[src/rtl/lkbs_pkg.sv]
// Shared types and constants for the LCG keyed byte scrambler.
package lkbs_pkg;

   localparam int unsigned KEY_W       = 31;
   localparam int unsigned MASTER_W    = 24;
   localparam int unsigned ROT_W       = 3;
   localparam int unsigned KEY_INDEX_W = 8;
   localparam int unsigned CSR_INDEX_W = 1;

   localparam logic [KEY_W-1:0] LCG_MUL = 31'd1103515245;
   localparam logic [KEY_W-1:0] LCG_ADD = 31'd12345;
   localparam logic [7:0]       SUB_MUL = 8'd167;

   localparam logic [MASTER_W-1:0] MASTER_KEY_RESET    = 24'd65536;
   localparam logic [ROT_W-1:0]    ROTATE_AMOUNT_RESET = 3'd3;

   localparam logic [CSR_INDEX_W-1:0] CSR_MASTER_KEY    = 1'b0;
   localparam logic [CSR_INDEX_W-1:0] CSR_ROTATE_AMOUNT = 1'b1;

   localparam logic FUNC_REBUILD = 1'b0;
   localparam logic FUNC_ENCRYPT = 1'b1;

   localparam logic KIND_REBUILD = 1'b0;
   localparam logic KIND_CIPHER  = 1'b1;

   typedef struct packed {
      logic                   func;
      logic [7:0]             data_byte;
      logic [KEY_INDEX_W-1:0] key_index;
      logic                   start_string;
      logic                   round_start;
   } req_type;

   typedef struct packed {
      logic       item_kind;
      logic [7:0] cipher_byte;
   } rsp_type;

   typedef enum logic [3:0] {
      ST_IDLE    = 4'b0001,
      ST_REBUILD = 4'b0010,
      ST_FINISH  = 4'b0100,
      ST_CALC    = 4'b1000
   } state_type;

endpackage

[src/rtl/lkbs_byte_mix.sv]
// Byte transform: key byte XOR, affine substitution, left rotation.
module lkbs_byte_mix import lkbs_pkg::*; (
   input  logic [7:0]          data_byte,
   input  logic [KEY_W-1:0]    running_key,
   input  logic [1:0]          pos_sel,
   input  logic [MASTER_W-1:0] master_key,
   input  logic [ROT_W-1:0]    rotate_amount,
   output logic [7:0]          cipher_byte
);

   logic [31:0] key_wide;
   logic [7:0]  key_byte;
   logic [7:0]  mixed;
   logic [7:0]  product;
   logic [7:0]  subst;
   logic [15:0] rot_pair;

   always_comb begin
      key_wide = {1'b0, running_key};
      key_byte = key_wide[{pos_sel, 3'b000} +: 8];
      mixed    = data_byte ^ key_byte;
      // only the low byte of the substitution survives
      product  = mixed * SUB_MUL;
      subst    = (product + master_key[7:0]) ^ master_key[15:8];
      rot_pair = {subst, subst} << rotate_amount;
   end

   assign cipher_byte = rot_pair[15:8];

endmodule

[config.mk]
export PLATFORM = sky130hd
export DESIGN_NAME = lkbs_byte_mix
export DESIGN_NICKNAME = d
export VERILOG_FILES = /design/src/rtl/lkbs_pkg.sv /design/src/rtl/lkbs_byte_mix.sv
export SDC_FILE = /design/constraint.sdc
export NUM_CORES = 1
export LEC_CHECK = 0
export ABC_AREA = 1
export CAP_MARGIN = 15
export CELL_PAD_IN_SITES_DETAIL_PLACEMENT = 0
export CELL_PAD_IN_SITES_GLOBAL_PLACEMENT = 1
export CORE_AREA = 10 10 76 78
export DETAILED_ROUTE_END_ITERATION = 10
export DIE_AREA = 0 0 86 88
export DONT_BUFFER_PORTS = 1
export PLACE_DENSITY_LB_ADDON = 0.1
export SYNTH_ARGS = -nofsm -noshare
export SYNTH_HDL_FRONTEND = slang
export SYNTH_SLANG_ARGS = --single-unit
export TNS_END_PERCENT = 1
[constraint.sdc]
create_clock -name vclk -period 6.2
set_input_delay 1.24 -clock vclk [all_inputs]
set_output_delay 1.24 -clock vclk [all_outputs]
set_load 0.05 [all_outputs]
# After elaboration in Yosys (flattened, before gate mapping)
# Index checks and enable logic that the tools add are counted.
[op_classes]
bitwise = 2
shifts = 2
mul = 1
addsub = 1
[op_table]
columns = ["cell", "n"]
rows = [
  ["$shiftx A32 B6 Y8", 1],
  ["$shl A16 B3 Y16", 1],
  ["$xor A8 B8 Y8", 2],
  ["$add A8 B8 Y8", 1],
  ["$mul A8 B8 Y8 const B", 1],
]
[totals]
word_cells = 6
reg_bits = 0

# Longest topological paths before layout
# Gate-level depths: netlist of the first run.
[logic_depth]
depth_word = 6
depth_mapped = 34
mapped_depth_nobuf = 33

# Least setup slack after synthesis of the first run
# OpenSTA, ideal clock, no wires.
[synth_timing]
path_type = "in2out"
from = "input port pos_sel[0]"
to = "output port cipher_byte[7]"
slack_ns = -0.671
n_path_buf = 2
stages = 32
arrival_time_ns = 5.631
t_required_ns = 4.960
cell_sequence = "buf_6 inv_6 buf_8 nor2_1 o22ai_1 xor2_1 xor2_1 inv_1 ha_1 a21o_1 ha_1 ha_1 inv_1 fa_1 inv_1 ha_1 inv_1 fa_1 nand3b_1 nand2_1 nand2_1 nand2_1 nand3_1 nand2_1 nand2_1 nand2_2 inv_1 nand3_2 nand3_2 nand3_2 nand3_1 nand2_1"
[synth_between]
elab_chain_len = 6
[synth_lines]
columns = ["item", "line", "text"]
rows = [
  ["start: declaration", "lkbs_byte_mix.sv:5", "input logic [1:0] pos_sel,"],
  ["$shiftx A32 B6 Y8", "lkbs_byte_mix.sv:20", "key_byte = key_wide[{pos_sel, 3'b000} +: 8];"],
  ["$xor A8 B8 Y8", "lkbs_byte_mix.sv:21", "mixed = data_byte ^ key_byte;"],
  ["$mul A8 B8 Y8", "lkbs_byte_mix.sv:23", "product = mixed * SUB_MUL;"],
  ["$add A8 B8 Y8", "lkbs_byte_mix.sv:24", "subst = (product + master_key[7:0]) ^ master_key[15:8];"],
  ["$xor A8 B8 Y8", "lkbs_byte_mix.sv:24", ""],
  ["$shl A16 B3 Y16", "lkbs_byte_mix.sv:25", "rot_pair = {subst, subst} << rotate_amount;"],
  ["end: declaration", "lkbs_byte_mix.sv:8", "output logic [7:0] cipher_byte"],
]
# Every way passes these cells.

# Worst setup path after layout of the first run
# Same ends and word-level chain as after synthesis.

==> results of run 1 <==
==> per-layer routing <==
metal	up-vias	share of wire
li1	880	-
met1	682	0.44
met2	49	0.46
met3	0	0.10
met4	0	0
met5	-	0
==> path summary, 6_finish.rpt <==
path                             end  cells after the start  slack, ns
worst max-delay path  cipher_byte[7]                     31      -0.18
worst min-delay path  cipher_byte[3]                      2       2.66
==> cells by family (layout without fill, tap and decap cells) <==
logic type	Yosys count	count (layout)	share of synthesized area
AOI/OAI and AO/OA	23	23	0.0810
buffers and inverters	55	77	0.144
xor gates and xnor gates	20	20	0.102
muxes	2	2	0.0117
and+or+nand+nor	137	137	0.410
adders and majority gates	29	29	0.251
==> what timing repair did <==
| item | 4_1_cts | 5_1_grt |
|---|---|---|
| pin swaps | 22 | 8 |
| resized for setup | 9 | 7 |
| cloned | 0 | 0 |
| setup endpoints to repair | 8 | 8 |
| buffers inserted | 1 | 1 |
==> cells in the mapped netlist <==
| master | n | area [sq um] |
|---|---|---|
| o21ai_1 | 1 | 5.00 |
| o21ai_2 | 1 | 8.76 |
| o21ai_0 | 9 | 45.0 |
| nand3b_1 | 2 | 15.0 |
| nand2_2 | 14 | 87.6 |
| xnor2_1 | 6 | 52.6 |
| xor2_1 | 14 | 123 |
| inv_4 | 1 | 6.26 |
| inv_1 | 43 | 161 |
| a21oi_1 | 4 | 20.0 |
| buf_6 | 2 | 22.5 |
| o22ai_1 | 2 | 12.5 |
| nand2_4 | 2 | 22.5 |
| nor2_1 | 7 | 26.3 |
| o211ai_1 | 2 | 15.0 |
| mux2i_1 | 2 | 20.0 |
| nand3_4 | 1 | 17.5 |
| buf_4 | 1 | 7.51 |
| buf_8 | 1 | 15.0 |
| nand3_1 | 24 | 120 |
| inv_6 | 1 | 8.76 |
| inv_2 | 2 | 7.51 |
| nand3_2 | 12 | 120 |
| fa_1 | 9 | 180 |
| clkinv_1 | 2 | 7.51 |
| nand3b_2 | 1 | 11.3 |
| buf_2 | 2 | 10.0 |
| a32o_1 | 1 | 10.0 |
| a21o_1 | 3 | 22.5 |
| ha_1 | 20 | 250 |
| nand2_1 | 72 | 270 |
| or2_2 | 2 | 12.5 |
==> cell usage in the layout (no fill, tap or decap), drive strengths merged <==
cell,count
a21o,3
xor2,14
nand2,88
or2,2
ha,20
buf,28
clkinv,2
mux2i,2
o21ai,11
a32o,1
nor2,7
nand3b,3
o211ai,2
xnor2,6
fa,9
inv,47
a21oi,4
o22ai,2
nand3,37
==> area by class of cell <==
class	instances	area [sq um]
fill	443	2110
inverter	49	203
multi-input combinational	211	1690
tap	52	65.1
timing repair buffer	28	223
==> through the flow <==
step,power [W],cell area [sq um]
after floorplan,0.000780,1880
after global placement,0.000955,2090
after detailed placement,0.000964,2090
after CTS,0.000985,2120
after global routing,0.00113,2180
final,0.00101,2180
==> report_power, final <==
part | leakage (nW) | switching [W] | total [W] | internal, W
registers | 0 | 0 | 0 | 0
clock network | 0 | 0 | 0 | 0
logic | 1.17 | 0.000612 | 0.00101 | 0.000394
total | 1.17 | 0.000612 | 0.00101 | 0.000394
==> critical path: cells and delay by family <==
family	cells	cell delay [ns]
AND/OR/NAND/NOR	14	1.25
buffers and inverters	7	0.46
adder cells (fa/ha/maj)	6	1.50
AO/OA/AOI/OAI	2	0.33
XOR/XNOR	2	0.35
==> metrics, run 1 <==
Ports=76; arrival time at the worst endpoint=5.14 ns; Pre-antenna DRT Iters=4; Slew Limit Fails=0; CP Class=input pin to output port; post-synthesis cell type count=32; Max Clk Rate=157 MHz; Core Box Area=4290 sq um; final wirelength=4200 um; seq_cells=0; Residual DRC=0; slowest stage delay, CP=0.41 ns; nets@finish=387; Avg Inst Size Synth=6.44 sq um; placed cell count=338; Final Util=0.508; met2 Use GR=0.191; final hold slack=2.66 ns; status=finished with violations; GRT overflow=0; Startpoint Class=input pin; vias in the first global route=1642; chip width=86 um; clk_buf instances=0; GPL Wtd Cong=0.748; Fin. Hold Viols=0; failing checks=setup timing; Worst Slack Setup Final=-0.183 ns; Die Area=7570 sq um; period utilization=1.03; DR vias=1611; met1 Usage GRT=0.135; first-pass GRT wire length=7250 um; MaxCap Viol Count=0; Rows=24; routing usage on met3=0.0381; share of cells above drive strength 1=0.368; post-synthesis sequential area ratio=0; setup violators final=8; Final ANT Viol Nets=0; Worst path slowest cell=fa_1; DP Wirelength=3840 um; Iter 0 DRT Violations=36; n_diodes=0; DR WL/cell=12.4 um; CP Data Required Time=4.96 ns; CP startpoint=pos_sel[0]; Port Buf Inserts=0; via-per-instance ratio=4.74; RSZ-0062 raised after global routing=true; GRT Util Overall=0.110; CP max FO=17; peak supply drop=154 uV; Die Span Y=88 um; GRT busiest layer=met2; Yosys warnings=0; Rel. slew slack=0.784; fin crit period=6.38 ns; worst slew pin tran=0.321 ns; largest net degree at the start of global routing=18; Initial Util=0.399; hold crit path type=input pin to output port; dpl ws=-0.331 ns; Crit. End Element=output port; syn nets=363; Hold Buf Count CTS=0; hold path start=rotate_amount[2]; pwr/cell area=461 nW/um^2; area delta synth->final=27.4%; Sequential Area=0 sq um; Cells after Synth=266; Lkg Pwr=1.17 nW; initial antenna violation count=0; non-filler cells, final=340; Mapped Area=1710 sq um; setup tns final=-1.32 ns
Note: power is estimated with default switching activity, not from simulation.
==> run 2: changes to the inputs <==
ABC_AREA = unset   (was 1)
CORE_AREA = 10 10 73 75   (was 10 10 76 78)
DIE_AREA = 0 0 83 85   (was 0 0 86 88)
==> metrics, run 2 <==
DR WL/cell=17.9 um (+45%); Ports=76 (unchanged); post-synthesis xor/xnor area fraction=0.243 (+0.141); MaxCap Viol Count=0 (unchanged); n_diodes=0 (unchanged); Rows=23 (-4.2%); largest net degree at the start of global routing=18 (unchanged); fin crit period=6.86 ns (+0.472 ns); Port Buf Inserts=0 (unchanged); top-count cell post-synth=inv_1; compound-cell area share of the yosys netlist=0.146 (+0.0653); CP most frequent cell=fa_1; initial antenna violation count=0 (unchanged); post-synthesis sequential area ratio=0 (unchanged); final wirelength=4760 um (+13%); Pre-antenna DRT Iters=4 (unchanged); Crit. End Element=output port; WP buf/inv=5 (-2); Post-Synth Adder-Cell Area=0.254 (+0.00315); CP max FO=9 (-8); GRT Util Overall=0.128 (+0.0186); Yosys warnings=0 (unchanged); Final ANT Viol Nets=0 (unchanged); nets@finish=315 (-19%); most frequent cells in the layout=inv_1 (29), buf_4 (27), ha_1 (15), nor3_1 (12), xnor2_1 (10); hold crit path type=input pin to output port; Worst path top cell family by delay=adder cells; CP Data Required Time=4.96 ns (about the same); Hold Path Stages=2 (unchanged); chip width=83 um (-3.5%); Mapped Area=1690 sq um (-1.2%); arrival time at the worst endpoint=5.62 ns (+0.48 ns); Iter 0 DRT Violations=60 (+67%); placed cell count=264 (-22%); slowest stage delay, CP=0.53 ns (+0.12 ns); vias in the first global route=1698 (+3.4%); Worst Slack Setup Final=-0.655 ns (-0.472 ns); multiplexer share of the synthesized area=0.150 (+0.138); placed instance area=2170 sq um (+3.8%); Die Span Y=85 um (-3.4%); Worst path depth=18 (-42%); first-pass GRT wire length=7990 um (+10%); top cell type's share of synthesized area=0.148 (-0.00984); Avg Inst Size Synth=8.91 sq um (+38%); design area=2300 sq um (+5.4%); Die Area=7060 sq um (-6.8%); Fin. Hold Viols=0 (unchanged); post-synthesis cell type count=43 (+34%); Core Box Area=3910 sq um (-8.9%); simple-gate portion of the synthesized area=0.109 (-0.302); largest family of logic cells by synthesized area=adder cells; final hold slack=2.67 ns (+0.00196 ns); Startpoint Class=input pin; seq_cells=0 (unchanged); share of cells above drive strength 1=0.421 (+0.0532); crit-path cells=mux4_2, xnor2_4, inv_2, fa_1, ha_1, inv_1, fa_1, fa_1, inv_1, ha_4, xor2_2, and3_4, nor2_2, a222oi_1, buf_4, o32ai_4, a211oi_4, buf_12; DR vias=1475 (-8.4%); Slew Limit Fails=0 (unchanged); syn nets=287 (-21%); failing checks=setup timing; GRT overflow=0 (unchanged); area delta synth->final=36.0%; setup violators final=8 (unchanged); DP Wirelength=4120 um (+7.5%); via-per-instance ratio=5.55 (+17%); Cells after Synth=190 (-29%); commonest non-fill, non-tap cell in the layout=inv_1; Rel. slew slack=0.614 (-0.170); worst slew pin tran=0.576 ns (+0.255 ns); Sequential Area=0 sq um (unchanged); GPL Wtd Cong=0.803 (+7.3%); dominant cells by area after synthesis=ha_1 (15%), fa_1 (11%), xnor2_1 (7.8%), inv_1 (7.5%), mux4_2 (5.3%); post-synth top area cell=ha_1; Residual DRC=0 (unchanged); Post-synth top cells=inv_1 (34), ha_1 (20), xnor2_1 (15), nor3_1 (14), fa_1 (9); RSZ-0062 raised after global routing=true; Worst path slowest cell=mux4_2; Initial Util=0.433 (+0.0334); non-filler cells, final=266 (-22%); Max Clk Rate=146 MHz (-6.9%); period utilization=1.11 (+0.0762); clk_buf instances=0 (unchanged); CP Class=input pin to output port; status=finished with violations
==> run 2: timing repair <==
action	in CTS	in global routing
gates resized for setup	20	6
endpoints found under the hold margin	0	0
pin swaps	18	11
endpoints found under the setup margin	8	8
hold buffers	0	0
buffers inserted	1	1
==> run 2: stage by stage <==
step	setup TNS [ns]	setup WS, ns	util
after floorplan	-5.98	-0.789	-
after global placement	-6.44	-0.853	0.554
after detailed placement	-7.36	-0.976	0.554
after CTS	-4.95	-0.740	0.576
after global routing	-6.30	-0.898	0.588
final	-4.49	-0.655	0.588
==> run 2: final timing paths <==
check / to / slack, ns / startpoint
setup / recovery: cipher_byte[4] / -0.66 / pos_sel[0]
hold / removal: cipher_byte[0] / 2.67 / rotate_amount[2]
==> run 2: routing by layer <==
layer  GRT usage  wire length, um  vias up  part of all wire
met1       0.162             2070      705              0.43
met5           0                0        -                 0
li1            -                -      711                 -
met4     0.00929               37        0            0.0078
met2       0.224             2300       55              0.48
met3      0.0306              353        4             0.074
==> run 2: kinds of logic (layout without fill, tap and decap cells) <==
kind of cell	count (synthesis)	in the layout
buffers and inverters	42	68
adder cells (fa/ha/maj)	29	29
multiplexers	15	15
AO/OA/AOI/OAI	34	34
XOR/XNOR	33	33
AND/OR/NAND/NOR	37	37
==> run 2: layout make-up <==
cell class         instances  area [sq um]
multi-input cells        148          1790
fillers                  357          1610
repair buffers            33           323
inverters                 35           131
well taps                 50          62.6
Power of run 2 is not shown: default switching activity piles up to over one toggle a cycle in this logic, so the estimate is an artifact.
